**src/lbf_pkg.sv**
```systemverilog
`timescale 1ns / 1ps

package lbf_pkg;

  // Command codes carried in the input item's tuser
  typedef enum logic [2:0] {
    ACT_TICK     = 3'd0,
    ACT_ON       = 3'd1,
    ACT_OFF      = 3'd2,
    ACT_TOGGLE   = 3'd3,
    ACT_SET_LVL  = 3'd4,
    ACT_BREATHE  = 3'd5,
    ACT_FLASH    = 3'd6,
    ACT_QUERY    = 3'd7
  } action_t;

  localparam logic [1:0] MODE_PLAIN  = 2'd0;
  localparam logic [1:0] MODE_BREATH = 2'd1;
  localparam logic [1:0] MODE_FLASH  = 2'd2;

  localparam logic [2:0] CODE_OFF        = 3'd0;
  localparam logic [2:0] CODE_ON         = 3'd1;
  localparam logic [2:0] CODE_BREATH_OFF = 3'd2;
  localparam logic [2:0] CODE_BREATH_ON  = 3'd3;
  localparam logic [2:0] CODE_FLASH_OFF  = 3'd4;
  localparam logic [2:0] CODE_FLASH_ON   = 3'd5;

  localparam logic REG_BREATH_STEPS = 1'b0;
  localparam logic REG_ACTIVE_HIGH  = 1'b1;

  localparam logic [5:0]  STEPS_RESET = 6'd20;
  localparam logic [5:0]  STEPS_MIN   = 6'd2;
  localparam logic [15:0] FLASH_MIN   = 16'd2;
  localparam logic [15:0] FLASH_MAX   = 16'd30000;
  localparam logic [7:0]  LEVEL_FULL  = 8'hFF;

  // Per-LED record held in RAM (lit lives in flops for the pin word)
  typedef struct packed {
    logic [1:0]  mode;
    logic [13:0] tick;
    logic [13:0] duty;     // PWM duty, or flash half period
    logic [13:0] target;   // duty target, or toggles left
  } led_entry_t;

  typedef struct packed {
    logic        is_tick;
    action_t     action;
    logic [7:0]  level;
    logic [15:0] period;
    logic [7:0]  count;
  } lbf_cmd_t;

  typedef struct packed {
    led_entry_t  entry;
    logic        lit;
    logic [2:0]  code;
  } led_upd_t;

  function automatic logic [2:0] led_status(input logic [1:0] mode,
                                            input logic [13:0] target,
                                            input logic lit,
                                            input logic [5:0] steps);
    logic [2:0] code;
    if (mode == MODE_BREATH)
      code = (target < {8'd0, steps}) ? CODE_BREATH_ON : CODE_BREATH_OFF;
    else if (mode == MODE_FLASH)
      code = lit ? CODE_FLASH_ON : CODE_FLASH_OFF;
    else
      code = lit ? CODE_ON : CODE_OFF;
    return code;
  endfunction

endpackage

```
**src/lbf_ram.sv**
```systemverilog
`timescale 1ns / 1ps

module lbf_ram #(
  parameter int WIDTH = 44,
  parameter int DEPTH = 8
) (
  input  logic                                   clk,
  input  logic                                   we,
  input  logic [(DEPTH > 1 ? $clog2(DEPTH) : 1)-1:0] waddr,
  input  logic [WIDTH-1:0]                       wdata,
  input  logic                                   re,
  input  logic [(DEPTH > 1 ? $clog2(DEPTH) : 1)-1:0] raddr,
  output logic [WIDTH-1:0]                       rdata
);

  logic [WIDTH-1:0] mem [DEPTH];

  always_ff @(posedge clk) begin
    if (we) begin
      mem[waddr] <= wdata;
    end
    if (re) begin
      rdata <= mem[raddr];
    end
  end

endmodule

```
**src/lbf_update.sv**
```systemverilog
`timescale 1ns / 1ps

// Next-state logic for one LED: tick advance or command.
module lbf_update (
  input  lbf_pkg::led_entry_t cur,
  input  logic                cur_lit,
  input  lbf_pkg::lbf_cmd_t   cmd,
  input  logic [5:0]          steps,
  output lbf_pkg::led_upd_t   upd
);
  import lbf_pkg::*;

  led_entry_t  nxt;
  logic        nlit;
  logic [2:0]  st_cur;
  logic [7:0]  lvl;
  logic [13:0] prod;
  logic [14:0] p1;
  logic [14:0] psum;
  logic [5:0]  quot;
  logic [15:0] per;
  logic [13:0] t1;

  assign st_cur = led_status(cur.mode, cur.target, cur_lit, steps);
  assign lvl    = (cmd.action == ACT_SET_LVL) ? cmd.level :
                  (st_cur[0] ? LEVEL_FULL : 8'd0);
  // level*steps/255 via reciprocal: (x+1 + ((x+1)>>8)) >> 8
  assign prod = {6'd0, lvl} * {8'd0, steps};
  assign p1   = {1'b0, prod} + 15'd1;
  assign psum = p1 + (p1 >> 8);
  assign quot = psum[13:8];
  assign per  = (cmd.period < FLASH_MIN) ? FLASH_MIN :
                (cmd.period > FLASH_MAX) ? FLASH_MAX : cmd.period;
  assign t1   = cur.tick + 14'd1;

  always_comb begin
    nxt  = cur;
    nlit = cur_lit;
    if (cmd.is_tick) begin
      case (cur.mode)
        MODE_BREATH: begin
          nxt.tick = t1;
          if (t1 >= {8'd0, steps}) begin
            nlit     = 1'b0;
            nxt.tick = '0;
            if (cur.duty < cur.target)
              nxt.duty = cur.duty + 14'd1;
            else if (cur.duty > cur.target)
              nxt.duty = cur.duty - 14'd1;
          end
          if (nxt.tick == nxt.duty)
            nlit = 1'b1;
        end
        MODE_FLASH: begin
          nxt.tick = t1;
          if (t1 >= cur.duty) begin
            nxt.tick = '0;
            nlit     = ~cur_lit;
            if (cur.target != '0) begin
              nxt.target = cur.target - 14'd1;
              if (cur.target == 14'd1) begin
                nxt  = '0;
                nlit = 1'b0;
              end
            end
          end
        end
        default: ;
      endcase
    end else begin
      case (cmd.action)
        ACT_ON: begin
          nxt  = '0;
          nlit = 1'b1;
        end
        ACT_OFF: begin
          nxt  = '0;
          nlit = 1'b0;
        end
        ACT_TOGGLE: begin
          nxt  = '0;
          nlit = ~cur_lit;
        end
        ACT_SET_LVL, ACT_BREATHE: begin
          if (st_cur == CODE_ON || st_cur == CODE_FLASH_ON)
            nxt.duty = '0;
          else if (st_cur == CODE_OFF || st_cur == CODE_FLASH_OFF)
            nxt.duty = {8'd0, steps};
          nxt.tick   = '0;
          nxt.target = {8'd0, quot};
          nxt.mode   = MODE_BREATH;
        end
        ACT_FLASH: begin
          nxt.mode   = MODE_FLASH;
          nxt.tick   = '0;
          nxt.duty   = per[14:1];
          nxt.target = {5'd0, cmd.count, 1'b0};
          nlit       = 1'b1;
        end
        default: ;
      endcase
    end
  end

  assign upd.entry = nxt;
  assign upd.lit   = nlit;
  assign upd.code  = led_status(nxt.mode, nxt.target, nlit, steps);

endmodule

```
**src/led_breathe_flash_controller_core.sv**
```systemverilog
`timescale 1ns / 1ps

// Channel   Dir  Handshake          Payload
// s_*       in   s_tvalid/s_tready  s_tuser: action; s_tdata: index, level, period, count
// m_*       out  m_tvalid/m_tready  m_tdata: pin_levels, led_state_code
// cfg_*     in   cfg_we             cfg_index selects breath_steps / active_high
//
// A command item passes through accept (RAM read issued), execute and write
// back, and load of the output register. A tick item walks the bank: the
// single RAM read port walks one LED per cycle, write-back trails each read.
// Reset (rst, synchronous) marks every LED record unwritten (reads as zero)
// and darkens all LEDs; no clearing pass. A stalled output register holds the
// finished item and blocks the next one only in its final load step.

module led_breathe_flash_controller_core #(
  parameter int NUM_LEDS = 8
) (
  input  logic        clk,
  input  logic        rst,
  input  logic        s_tvalid,
  output logic        s_tready,
  input  logic [39:0] s_tdata,   // [3:0] led_index, [11:4] brightness,
                                 // [27:12] flash_period_ms, [35:28] flash_count
  input  logic [2:0]  s_tuser,   // [2:0] action
  output logic        m_tvalid,
  input  logic        m_tready,
  output logic [15:0] m_tdata,   // [7:0] pin_levels, [10:8] led_state_code
  input  logic        cfg_we,
  input  logic        cfg_index,
  input  logic [5:0]  cfg_data
);
  import lbf_pkg::*;

  localparam int AW = (NUM_LEDS > 1) ? $clog2(NUM_LEDS) : 1;
  localparam int CW = $clog2(NUM_LEDS + 1);
  localparam int EW = $bits(led_entry_t);

  typedef enum logic [3:0] {
    ST_IDLE = 4'b0001,
    ST_EXEC = 4'b0010,
    ST_TICK = 4'b0100,
    ST_DONE = 4'b1000
  } state_t;

  state_t state, state_next;

  // config
  logic [5:0] breath_steps;
  logic       active_high;
  logic [5:0] steps;

  // latched command
  lbf_cmd_t       cmd;
  logic [AW-1:0]  cmd_addr;
  logic           cmd_valid;

  // per-LED flops
  logic [NUM_LEDS-1:0] lit;
  logic [NUM_LEDS-1:0] written;

  // tick walk
  logic [CW-1:0] cnt;
  logic          pend;
  logic [AW-1:0] pend_addr;

  // RAM port
  logic          ram_we, ram_re;
  logic [AW-1:0] ram_waddr, ram_raddr;
  logic [EW-1:0] ram_rdata;
  logic          rd_ok;

  logic [2:0]    code;
  logic [AW-1:0] upd_addr;
  led_entry_t    cur;
  lbf_cmd_t      upd_cmd;
  led_upd_t      upd;
  logic [7:0]    pins;
  logic          s_fire;
  logic          walk_rd;
  logic [4:0]    idx_in;

  assign steps    = (breath_steps < STEPS_MIN) ? STEPS_MIN : breath_steps;
  assign s_tready = (state == ST_IDLE);
  assign s_fire   = s_tvalid && s_tready;
  assign idx_in   = {1'b0, s_tdata[3:0]};
  assign walk_rd  = (state == ST_TICK) && (cnt < CW'(NUM_LEDS));

  always_ff @(posedge clk) begin
    if (rst) begin
      breath_steps <= STEPS_RESET;
      active_high  <= 1'b1;
    end else if (cfg_we) begin
      case (cfg_index)
        REG_BREATH_STEPS: breath_steps <= cfg_data;
        REG_ACTIVE_HIGH:  active_high  <= cfg_data[0];
        default: ;
      endcase
    end
  end

  // RAM access control
  always_comb begin
    ram_re    = 1'b0;
    ram_raddr = s_tdata[AW-1:0];
    if (s_fire && action_t'(s_tuser) != ACT_TICK) begin
      ram_re = 1'b1;
    end else if (walk_rd) begin
      ram_re    = 1'b1;
      ram_raddr = cnt[AW-1:0];
    end
  end

  assign upd_addr  = (state == ST_TICK) ? pend_addr : cmd_addr;
  assign ram_waddr = upd_addr;
  assign ram_we    = ((state == ST_TICK) && pend) ||
                     ((state == ST_EXEC) && cmd_valid && cmd.action != ACT_QUERY);

  lbf_ram #(.WIDTH(EW), .DEPTH(NUM_LEDS)) u_ram (
    .clk   (clk),
    .we    (ram_we),
    .waddr (ram_waddr),
    .wdata (upd.entry),
    .re    (ram_re),
    .raddr (ram_raddr),
    .rdata (ram_rdata)
  );

  // unwritten records read as the reset record
  assign cur = rd_ok ? led_entry_t'(ram_rdata) : '0;

  // tick flag follows the walk state
  always_comb begin
    upd_cmd         = cmd;
    upd_cmd.is_tick = (state == ST_TICK);
  end

  lbf_update u_update (
    .cur     (cur),
    .cur_lit (lit[upd_addr]),
    .cmd     (upd_cmd),
    .steps   (steps),
    .upd     (upd)
  );

  always_comb begin
    state_next = state;
    case (state)
      ST_IDLE: begin
        if (s_fire)
          state_next = (action_t'(s_tuser) == ACT_TICK) ? ST_TICK : ST_EXEC;
      end
      ST_EXEC: state_next = ST_DONE;
      ST_TICK: begin
        if (!walk_rd && pend)
          state_next = ST_DONE;
      end
      ST_DONE: begin
        if (!m_tvalid || m_tready)
          state_next = ST_IDLE;
      end
      default: state_next = ST_IDLE;
    endcase
  end

  always_ff @(posedge clk) begin
    if (rst) begin
      state   <= ST_IDLE;
      lit     <= '0;
      written <= '0;
      pend    <= 1'b0;
      cnt     <= '0;
    end else begin
      state <= state_next;
      if (s_fire) begin
        cnt  <= '0;
        pend <= 1'b0;
      end else if (state == ST_TICK) begin
        pend <= walk_rd;
        if (walk_rd)
          cnt <= cnt + CW'(1);
      end
      if (ram_we) begin
        lit[upd_addr]     <= upd.lit;
        written[upd_addr] <= 1'b1;
      end
    end
  end

  // payload registers
  always_ff @(posedge clk) begin
    if (ram_re)
      rd_ok <= written[ram_raddr];
    if (walk_rd)
      pend_addr <= cnt[AW-1:0];
    if (s_fire) begin
      cmd.is_tick <= 1'b0;
      cmd.action  <= action_t'(s_tuser);
      cmd.level   <= s_tdata[11:4];
      cmd.period  <= s_tdata[27:12];
      cmd.count   <= s_tdata[35:28];
      cmd_addr    <= s_tdata[AW-1:0];
      cmd_valid   <= idx_in < 5'(NUM_LEDS);
      code        <= CODE_OFF;
    end else if (state == ST_EXEC) begin
      code <= cmd_valid ? upd.code : CODE_OFF;
    end else if (state == ST_TICK && pend && cmd_valid && pend_addr == cmd_addr) begin
      code <= upd.code;
    end
  end

  // pin word: only the first eight LEDs have a bit
  for (genvar i = 0; i < 8; i++) begin : g_pin
    if (i < NUM_LEDS) begin : g_used
      assign pins[i] = lit[i] ^ ~active_high;
    end else begin : g_none
      assign pins[i] = 1'b0;
    end
  end

  // output register
  always_ff @(posedge clk) begin
    if (rst) begin
      m_tvalid <= 1'b0;
    end else if (state == ST_DONE && (!m_tvalid || m_tready)) begin
      m_tvalid <= 1'b1;
    end else if (m_tready) begin
      m_tvalid <= 1'b0;
    end
  end

  always_ff @(posedge clk) begin
    if (state == ST_DONE && (!m_tvalid || m_tready))
      m_tdata <= {5'd0, code, pins};
  end

  // the write-back never lands on the entry being read in the same cycle
  a_no_rw_clash: assert property (@(posedge clk) disable iff (rst)
    ram_we && ram_re |-> ram_waddr != ram_raddr)
    else $error("RAM read and write hit the same LED");

  // writes only from the execute step or the tick walk
  a_we_state: assert property (@(posedge clk) disable iff (rst)
    ram_we |-> (state == ST_EXEC || state == ST_TICK))
    else $error("RAM write outside execute or tick walk");

  // walk counter never runs past the bank size
  a_cnt_range: assert property (@(posedge clk) disable iff (rst)
    cnt <= CW'(NUM_LEDS))
    else $error("tick walk counter past bank size");

  // an accepted item always starts work in the next cycle
  a_start: assert property (@(posedge clk) disable iff (rst)
    s_fire |=> (state == ST_EXEC || state == ST_TICK))
    else $error("accepted item did not start");

  // reported status is always a defined code
  a_code: assert property (@(posedge clk) disable iff (rst)
    m_tvalid |-> m_tdata[10:8] <= CODE_FLASH_ON)
    else $error("status code out of range");

endmodule

```
**config.mk**
```make
export PLATFORM = sky130hd
export DESIGN_NAME = led_breathe_flash_controller_core
export DESIGN_NICKNAME = d
export VERILOG_FILES = /design/src/lbf_pkg.sv /design/src/lbf_ram.sv /design/src/lbf_update.sv /design/src/led_breathe_flash_controller_core.sv
export SDC_FILE = /design/constraint.sdc
export NUM_CORES = 1
export LEC_CHECK = 0
export ABC_AREA = 1
export BUFFER_PORTS_ARGS = -buffer_cell sky130_fd_sc_hd__buf_2
export CAP_MARGIN = 20
export CORE_UTILIZATION = 55
export DETAILED_ROUTE_END_ITERATION = 6
export PLACE_DENSITY = 0.75
export SYNTH_ARGS = -nofsm -noshare
export SYNTH_HDL_FRONTEND = slang
export SYNTH_SLANG_ARGS = --single-unit
```
**constraint.sdc**
```tcl
create_clock -name clk -period 8.7 [get_ports clk]
set_clock_uncertainty 0.1 [all_clocks]
set_input_delay 0.87 -clock clk [delete_from_list [all_inputs] [get_ports clk]]
set_output_delay 0.87 -clock clk [all_outputs]
set_load 0.03 [all_outputs]
```
Word level (Yosys, flattened, before mapping):

Memories as Yosys holds them, arrays and structs flattened. A register that Yosys moved wholly into a read port is not among the register bits.
Cells that the tools add are included.

* flip-flop bits (word level): 90
* memory bits (writable): 352
* input port bits: 55
* output and inout port bits: 18
* word-level logic and storage cells: 171
* memories kept: 1

* add/sub/neg operators: 7
* multiply operators: 1
* magnitude comparators: 14
* eq/ne operators: 24
* mux-type cells: 63
* bitwise gates (word level): 12
* reductions and logical operators: 31

Memory list
* u_ram.mem: depth 8, width 44, rd ports 1, clocked after memory_dff 1, write ports 1, line lbf_ram.sv:16 `logic [WIDTH-1:0] mem [DEPTH];`

Operator list (number)
* $mux W44: 5
* $pmux W44 S3: 1
* $mux W28: 3
* $mux W14: 5
* $pmux W28 S2: 1
* $mux W3: 11
* $mux W15: 2
* $add A14 B1 Y14 const B: 2
* $lt A14 B6 Y1: 2
* $sub A14 B1 Y14 const B: 2
* $mux W1: 21
* $gt A16 B15 Y1 const B: 1
* $lt A16 B2 Y1 const B: 1
* $mux W8: 2
* $pmux W4 S4: 1
* $add A14 B1 Y15 const B: 1
* $eq A3 B3 Y1 const B: 5
* $add A14 B7 Y14: 1
* $eq A14 B1 Y1 const B: 1
* $eq A14 B14 Y1: 1
* $ge A14 B14 Y1: 1
* $ge A14 B6 Y1: 1
* $gt A14 B14 Y1: 1
* $lt A14 B14 Y1: 1
* other kinds (40): 79

Longest topological paths before layout:

Gate-level depths: netlist of the first run.

* depth in word-level cells: 19
* depth in mapped cells: 56
* depth with buffers taken out: 54

By module:

A second synthesis of the first run with hierarchy kept.

* cells, all modules: 3175
* area total of the unflattened synthesis: 27086.0 µm²

By module, submodules not included
* lbf_ram: instances 1, cells an instance 1583, area each 16756.1 µm², seq. area each 11891.4 µm²
* lbf_update: instances 1, cells an instance 1120, area each 6258.5 µm², seq. area each 0.0 µm²
* led_breathe_flash_controller_core: instances 1, cells an instance 472, area each 4071.4 µm², seq. area each 2342.2 µm²

Worst setup path before layout of the first run:

Ideal clock, no wire load.

* path type: register -> register
* start: register rd_ok
* end: register code[0]
* arrival time: 7.978 ns
* data required time: 8.518 ns
* setup slack: 0.540 ns
* stages on the path, launching flop included: 51
* clock period less this slack: 8.160 ns
* cell sequence: edfxtp_1 -> buf_6 -> buf_8 -> buf_6 -> buf_4 -> nand2_1 -> inv_1 -> ha_1 -> o21ai_0 -> nand2_1 -> nand2_1 -> nand2_1 -> nand2_1 -> nand2_1 -> nand2_2 -> o21ai_0 -> or2_2 -> fa_1 -> (+15 left out) -> nand2_1 -> nand4_2 -> nor2_1 -> o21ai_0 -> a21o_1 -> a22oi_2 -> ha_1 -> nand2_1 -> nor2_1 -> a211oi_1 -> nand3_1 -> nor3_1 -> nand3_1 -> nor2_1 -> nand2_1 -> nand2_1 -> nand2_1 -> a21oi_2

* longest elaborated chain between the ends: 16

Ends and longest elaborated chain
* from (decl): line led_breathe_flash_controller_core.sv:70 `logic rd_ok;`
* from (signal assigned): line led_breathe_flash_controller_core.sv:192 `rd_ok <= written[ram_raddr];`
* $mux W44 (*): line led_breathe_flash_controller_core.sv:129 `assign cur = rd_ok ? led_entry_t'(ram_rdata) : '0;`
* $lt A14 B6 Y1 / $eq A2 B2 Y1 (equally long branches): line lbf_pkg.sv:65, lbf_pkg.sv:66, lbf_update.sv:40
* $mux W1 / $mux W3 (equally long branches): line lbf_pkg.sv:65, lbf_pkg.sv:66
* $mux W3: line lbf_pkg.sv:64 `if (mode == MODE_BREATH)`
* $mux W8: line lbf_update.sv:26 `(st_cur[0] ? LEVEL_FULL : 8'd0);`
* $mux W8: line lbf_update.sv:25 `assign lvl = (cmd.action == ACT_SET_LVL) ? cmd.level :`
* $mul A8 B6 Y14: line lbf_update.sv:28 `assign prod = {6'd0, lvl} * {8'd0, steps};`
* $add A14 B1 Y15: line lbf_update.sv:29 `assign p1 = {1'b0, prod} + 15'd1;`
* $add A14 B7 Y14: line lbf_update.sv:30 `assign psum = p1 + (p1 >> 8);`
* $pmux W44 S3: line lbf_update.sv:71 `case (cmd.action)`
* $mux W44 (*): line lbf_update.sv:39 `if (cmd.is_tick) begin`
* named net u_ram.wdata[5]: line lbf_ram.sv:10 `input logic [WIDTH-1:0] wdata,`
* $lt A14 B6 Y1 (*): line lbf_pkg.sv:65 `code = (target < {8'd0, steps}) ? CODE_BREATH_ON : CODE_BREATH_OFF;`
* $mux W1 (*): line lbf_pkg.sv:65
* $mux W3 (*): line lbf_pkg.sv:64
* $mux W3, on equally long branches: line led_breathe_flash_controller_core.sv:206, led_breathe_flash_controller_core.sv:205
* $mux W3 (*): line led_breathe_flash_controller_core.sv:204 `end else if (state == ST_EXEC) begin`
* to (signal assigned): line led_breathe_flash_controller_core.sv:205 `code <= cmd_valid ? upd.code : CODE_OFF;`
* to (signal assigned): line led_breathe_flash_controller_core.sv:207 `code <= upd.code;`
* to (decl): line led_breathe_flash_controller_core.sv:72 `logic [2:0] code;`

Mark *: on every way through the listed nets, which the timed path passes. The rest lies on a longest branch. The select of a mux whose other input is x is not followed.
A chain may end at the register's enable or synchronous reset.

Final worst setup path of the first run:

Same ends and word-level chain as after synthesis.

==> flow_summary_export.csv, run 1 <==
group,metric,value,unit
outcome,status,"finished, final reports clean",
cells_and_area,nets,2764,
floorplan,num_rows,77,
cells_and_area,layout_common_cells,"450 x edfxtp_1, 410 x nor2_1, 370 x nand2_1",
critical_path,cp_top_family,"adder cells",
clocking,clkTransAtPathRegs,0.06,ns
synth,yosys_warnings,0,
cells_and_area,design_area,28000,sq um
cells_and_area,n_fill_cell,3557,
synth,synth_edf_count,450,
clocking,htree_levels,2,
global_route,antenna_found_initial,0,
clocking,cts.sink_count,486,
critical_path,crit_fanout,7,
sta,worst_pin_slew,1.00,ns
placement,post-place-cells,3126,
floorplan,die_h,216,um
synth,yosysSeqAreaShare,0.567,
routing,wl,68300,um
routing,vias_per_cell,6.01,
critical_path,startpoint_type,"flip-flop",
critical_path,cp.buffers_inverters,3,
sta,drv_slew,0,
clocking,clock_path_buffers,3,
sta,fmax,122,MHz
critical_path,required,9.15,ns
routing,vias,19400,
routing,postRouteAntennaNets,0,
global_route,first_global_vias,18400,
cells_and_area,final_common_cell,"edfxtp_1",
cells_and_area,syn2layout_area_growth,11.6,%
cells_and_area,regArea,14200,sq um
placement,portBuffers,63,
synth,avgSynthCellArea,9.91,sq um
power_and_ir_drop,p_per_area,234,nW/um^2
critical_path,crit_top_cell,"nand2_1",
sta,hold_violations,0,
floorplan,core-area,44600,sq um
cells_and_area,fin_util,0.628,
routing,first_pass_iters,6,
critical_path,critPathKind,"reg -> reg",
sta,post-route-min-period,8.20,ns
cells_and_area,fin_cells,3230,
placement,placed_area,26100,sq um
clocking,cts_buffers,50,
clocking,clkLatencyLatePin,0.62,ns
clocking,cts_tree,"yes",
synth,netlist_instances,2535,
global_route,overflow,0,
routing,avgRoutedWirePerCell,21.2,um
power_and_ir_drop,p_leak,10.9,nW
sta,setup_viol,0,
power_and_ir_drop,ir_drop,0.169,mV
cells_and_area,drive_gt1_frac,0.120,
cells_and_area,num_antenna_cells,0,
floorplan,io_pins,73,
routing,drt_iter0_drc,2166,
critical_path,crit_arrival,8.65,ns
placement,dp_hpwl,43300,um
global_route,grt_pass1_wl,105000,um
synth,synthFlopType,"edfxtp_1",
clocking,clockRootBuffer,"clkbuf_16",
sta,fin_ws,0.504,ns
synth,async_flop_share,0,
job,maxCapViolations,0,
floorplan,die_w,216,um
global_route,grt_max_degree,184,
critical_path,cp_slowest_cell,"fa_1",
global_route,grt.total_usage,0.293,
critical_path,endpoint_kind,"flip-flop",
sta,fin_hold_ws,0.332,ns
routing,drc,0,
floorplan,initial_core_util,0.563,
cells_and_area,multi_input_area,9850,sq um
sta,min_period_over_period,0.942,
synth,synth.cell_area,25100,sq um
placement,post-place-ws,0.0329,ns
placement,gp_congestion,1.00,
synth,yosysUniqueCellTypes,60,
sta,slew_headroom,0.328,
floorplan,die-area,46500,sq um
clocking,ctsHoldBuffers,0,
synth,synth.ff_latch_count,486,
critical_path,max_stage_delay,0.54,ns
min_path,hold_class,"in -> reg",
area by class of cell:
type / count / share of cell area
multi-input combinational: 1727 / 0.351
clock inverter: 22 / 0.00795
sequential: 486 / 0.508
tap: 592 / 0.0264
inverter: 210 / 0.0282
timing repair buffer: 126 / 0.0293
clock buffer: 67 / 0.0487
path summary, 6_finish.rpt:
kind	startpoint	end	slack [ns]	cells past startpoint
min	s_tdata[12]	cmd[8]	0.33	1
max	rd_ok	code[0]	0.50	46
min reg2reg	written[0]	written[0]	0.36	2
max reg2reg	rd_ok	code[0]	0.50	46
registers in the layout, indices dropped and copies added, names as in the netlist:
name,cells
u_ram.mem,352
u_ram.rdata,44
cmd,35
m_tdata,11
lit,8
written,8
breath_steps,6
cnt,4
state,4
cmd_addr,3
code,3
pend_addr,3
active_high,1
cmd_valid,1
m_tvalid,1
pend,1
rd_ok,1
Yosys cell counts, types with 4 or more instances:
cell,n,area [sq um]
edfxtp_1,450,13500
nor2_1,428,1610
nand2_1,379,1420
o21ai_0,243,1220
inv_1,188,706
clkbuf_1,89,334
nand3_1,86,430
ha_1,83,1040
a21oi_1,78,390
a31oi_1,58,363
o21bai_1,47,353
o32ai_1,44,385
xor2_1,37,324
dfxtp_1,36,721
nand4_1,29,181
fa_1,25,500
nand2_2,22,138
nor3_1,22,110
o22ai_1,22,138
o211ai_1,15,113
inv_2,13,48.8
buf_4,10,75.1
o21ai_1,10,50.1
xnor2_1,10,87.6
buf_2,9,45.0
clkinv_1,9,33.8
or2_2,9,56.3
nor2_2,8,50.1
nor4_1,8,50.1
a21o_1,6,45.0
a22oi_1,6,45.0
a211oi_1,5,37.5
buf_6,5,56.3
nand3b_1,4,30.0
nor3_2,4,40.0
layer usage:
| layer | track usage | wire [um] | up-vias |
|---|---|---|---|
| met5 | 0 | 0 | - |
| met1 | 0.411 | 28600 | 9322 |
| met2 | 0.460 | 31500 | 910 |
| met4 | 0.116 | 2320 | 0 |
| met3 | 0.0447 | 5930 | 170 |
| li1 | - | - | 9007 |
kinds of logic (layout without fill, tap and decap cells):
kind of cell	Yosys count	count (layout)	synth area share
AO/OA/AOI/OAI	553	553	0.132
XOR/XNOR	48	48	0.0170
AND/OR/NAND/NOR	1012	1013	0.170
buffers and inverters	327	425	0.0527
other	1	5	0.000149
flip-flops	486	486	0.567
adder cells (fa/ha/maj)	108	108	0.0613
timing repair:
item,4_1_cts,5_1_grt
resized for setup,0,49
endpoints found under the setup margin,0,1
buffers inserted,0,12
metrics by stage:
| step | power (mW) | setup TNS, ns |
|---|---|---|
| after floorplan | 3.91 | 0 |
| after global placement | 4.36 | 0 |
| after detailed placement | 4.40 | 0 |
| after CTS | 6.49 | 0 |
| after global routing | 6.86 | -0.129 |
| final | 6.55 | 0 |
worst reg2reg max path, delay by kind of cell (launching register included):
family                   cells  cell delay, ns
adder cells (fa/ha/maj)      7            2.72
flip-flops                   1            0.53
AO/OA/AOI/OAI               12            1.81
AND/OR/NAND/NOR             23            2.64
buffers and inverters        3            0.16
XOR/XNOR                     1            0.17
report_power, final:
part	switching [mW]	internal [mW]
Combinational	1.18	0.550
Sequential	0.0406	2.69
Clock	0.899	1.19
(Power assumes the default switching activity.)
==> run 2: changes to the inputs <==
CTS_BUF_LIST = sky130_fd_sc_hd__clkbuf_8   (was unset)
==> flow_summary_export.csv, run 2 (synthesis results as in run 1) <==
group,metric,value,unit
floorplan,die_w,216,um
power_and_ir_drop,p_clk_frac,0.302,
sta,post-route-min-period,8.23,ns
sta,tns,0,ns
global_route,grt_max_degree,184,
routing,first_pass_iters,7,
clocking,clkLatencyLatePin,0.67,ns
routing,avgRoutedWirePerCell,20.9,um
cells_and_area,num_antenna_cells,0,
power_and_ir_drop,pwr-share-seq,0.426,
clocking,clockRootBuffer,"clkbuf_8",
cells_and_area,multi_input_area,9860,sq um
power_and_ir_drop,ir_drop,0.224,mV
sta,worst_pin_slew,0.991,ns
clocking,cts.sink_count,486,
cells_and_area,syn2layout_area_growth,11.3,%
power_and_ir_drop,power.total,6.42,mW
cells_and_area,top_regs,"u_ram.mem: 352 flops, u_ram.rdata: 44 flops, cmd: 35 flops",
cells_and_area,top_register,"u_ram.mem",
sta,min_period_over_period,0.946,
floorplan,io_pins,73,
clocking,htree_levels,3,
power_and_ir_drop,power.switching,2.14,mW
critical_path,crit_fanout,7,
floorplan,num_rows,77,
outcome,status,"complete, but fails checks",
routing,drt_iter0_drc,1968,
cells_and_area,final_common_cell,"edfxtp_1",
critical_path,crit_arrival,8.72,ns
critical_path,crit_top_cell,"nand2_1",
routing,drc,18,
floorplan,die_h,216,um
sta,setup_viol,0,
placement,portBuffers,63,
clocking,cts_buffers,80,
job,maxCapViolations,0,
cells_and_area,layout_common_cells,"450 x edfxtp_1, 410 x nor2_1, 370 x nand2_1",
global_route,grt.total_usage,0.293,
routing,vias_per_cell,5.94,
power_and_ir_drop,p_per_area,230,nW/um^2
critical_path,startpoint_type,"flip-flop",
outcome,violations,"DRC",
sta,fmax,122,MHz
floorplan,core-area,44600,sq um
critical_path,required,9.20,ns
global_route,overflow,0,
cells_and_area,drive_gt1_frac,0.130,
cells_and_area,regArea,14200,sq um
routing,wl,68500,um
power_and_ir_drop,p_int,4.28,mW
sta,hold_violations,0,
power_and_ir_drop,pwr-share-comb,0.272,
min_path,hold_class,"in -> reg",
routing,postRouteAntennaNets,0,
clocking,cts_tree,"yes",
placement,gp_congestion,1.00,
clocking,clock_path_buffers,3,
cells_and_area,nets,2793,
clocking,clkTransAtPathRegs,0.06,ns
power_and_ir_drop,p_leak,11.0,nW
routing,vias,19500,
floorplan,initial_core_util,0.563,
global_route,grt_pass1_wl,105000,um
global_route,antenna_found_initial,0,
critical_path,max_stage_delay,0.56,ns
placement,dp_hpwl,43300,um
cells_and_area,largest_register_ff_count,352,
power_and_ir_drop,switching_share,0.334,
global_route,first_global_vias,18600,
sta,drv_slew,0,
sta,slew_headroom,0.332,
cells_and_area,n_fill_cell,3564,
critical_path,cp_slowest_cell,"fa_1",
critical_path,critPathKind,"reg -> reg",
critical_path,endpoint_kind,"flip-flop",
floorplan,die-area,46500,sq um
[run 2: worst max-delay path, delay by kind of cell (launching register included)]
family	cells	cell delay [ns]
compound gates	10	1.33
xor+xnor	1	0.09
fa+ha+maj	7	2.69
buf+inv	4	0.39
flops	1	0.53
simple gates	28	3.00
[run 2: area by class of cell]
class                   count  area share
flip-flops and latches    486       0.509
multi-input cells        1727       0.353
clock inverters            50      0.0121
repair buffers            125      0.0291
well taps                 592      0.0265
clock buffers              85      0.0419
inverters                 210      0.0283
[run 2: path summary, 6_finish.rpt]
kind / startpoint / endpoint / slack [ns] / depth (start not counted)
max reg2reg: rd_ok / code[0] / 0.47 / 50
min: s_tdata[35] / cmd[7] / 0.29 / 1
max: rd_ok / code[0] / 0.47 / 50
min reg2reg: written[0] / written[0] / 0.37 / 2
[run 2: per-stage QoR]
stage | hold WS [ns] | cells | util | worst slack [ns] | cell area, sq um
floorplan | 0.309 | 2539 | - | 0.540 | 25100
global placement | 0.344 | 3126 | 0.586 | 0.178 | 26100
detailed placement | 0.356 | 3126 | 0.586 | 0.0329 | 26100
CTS | 0.249 | 3261 | 0.620 | 0.0503 | 27700
global route | 0.258 | 3275 | 0.627 | -0.129 | 28000
finish | 0.288 | 3275 | 0.627 | 0.474 | 28000
[run 2: repair_timing]
action	CTS	global route
setup endpoints to repair	1	1
setup buffers	0	11
gates resized for setup	1	50
pin swaps	0	11
hold endpoints to repair	0	0
cloned	0	2
hold buffers	0	0
[run 2: power by group through the flow]
stage                     clock, mW  sequential [mW]  combinational, mW
after floorplan                   0             2.76               1.14
after global placement            0             2.78               1.58
after detailed placement          0             2.78               1.62
after CTS                      1.96             2.73               1.63
after global routing           2.05             2.74               1.93
final                          1.93             2.74               1.75
[run 2: layer usage]
metal | up-vias | routed length (um) | track usage
li1 | 9065 | - | -
met2 | 849 | 31700 | 0.459
met5 | - | 0 | 0
met3 | 132 | 5490 | 0.0503
met4 | 0 | 1980 | 0.106
met1 | 9410 | 29400 | 0.412
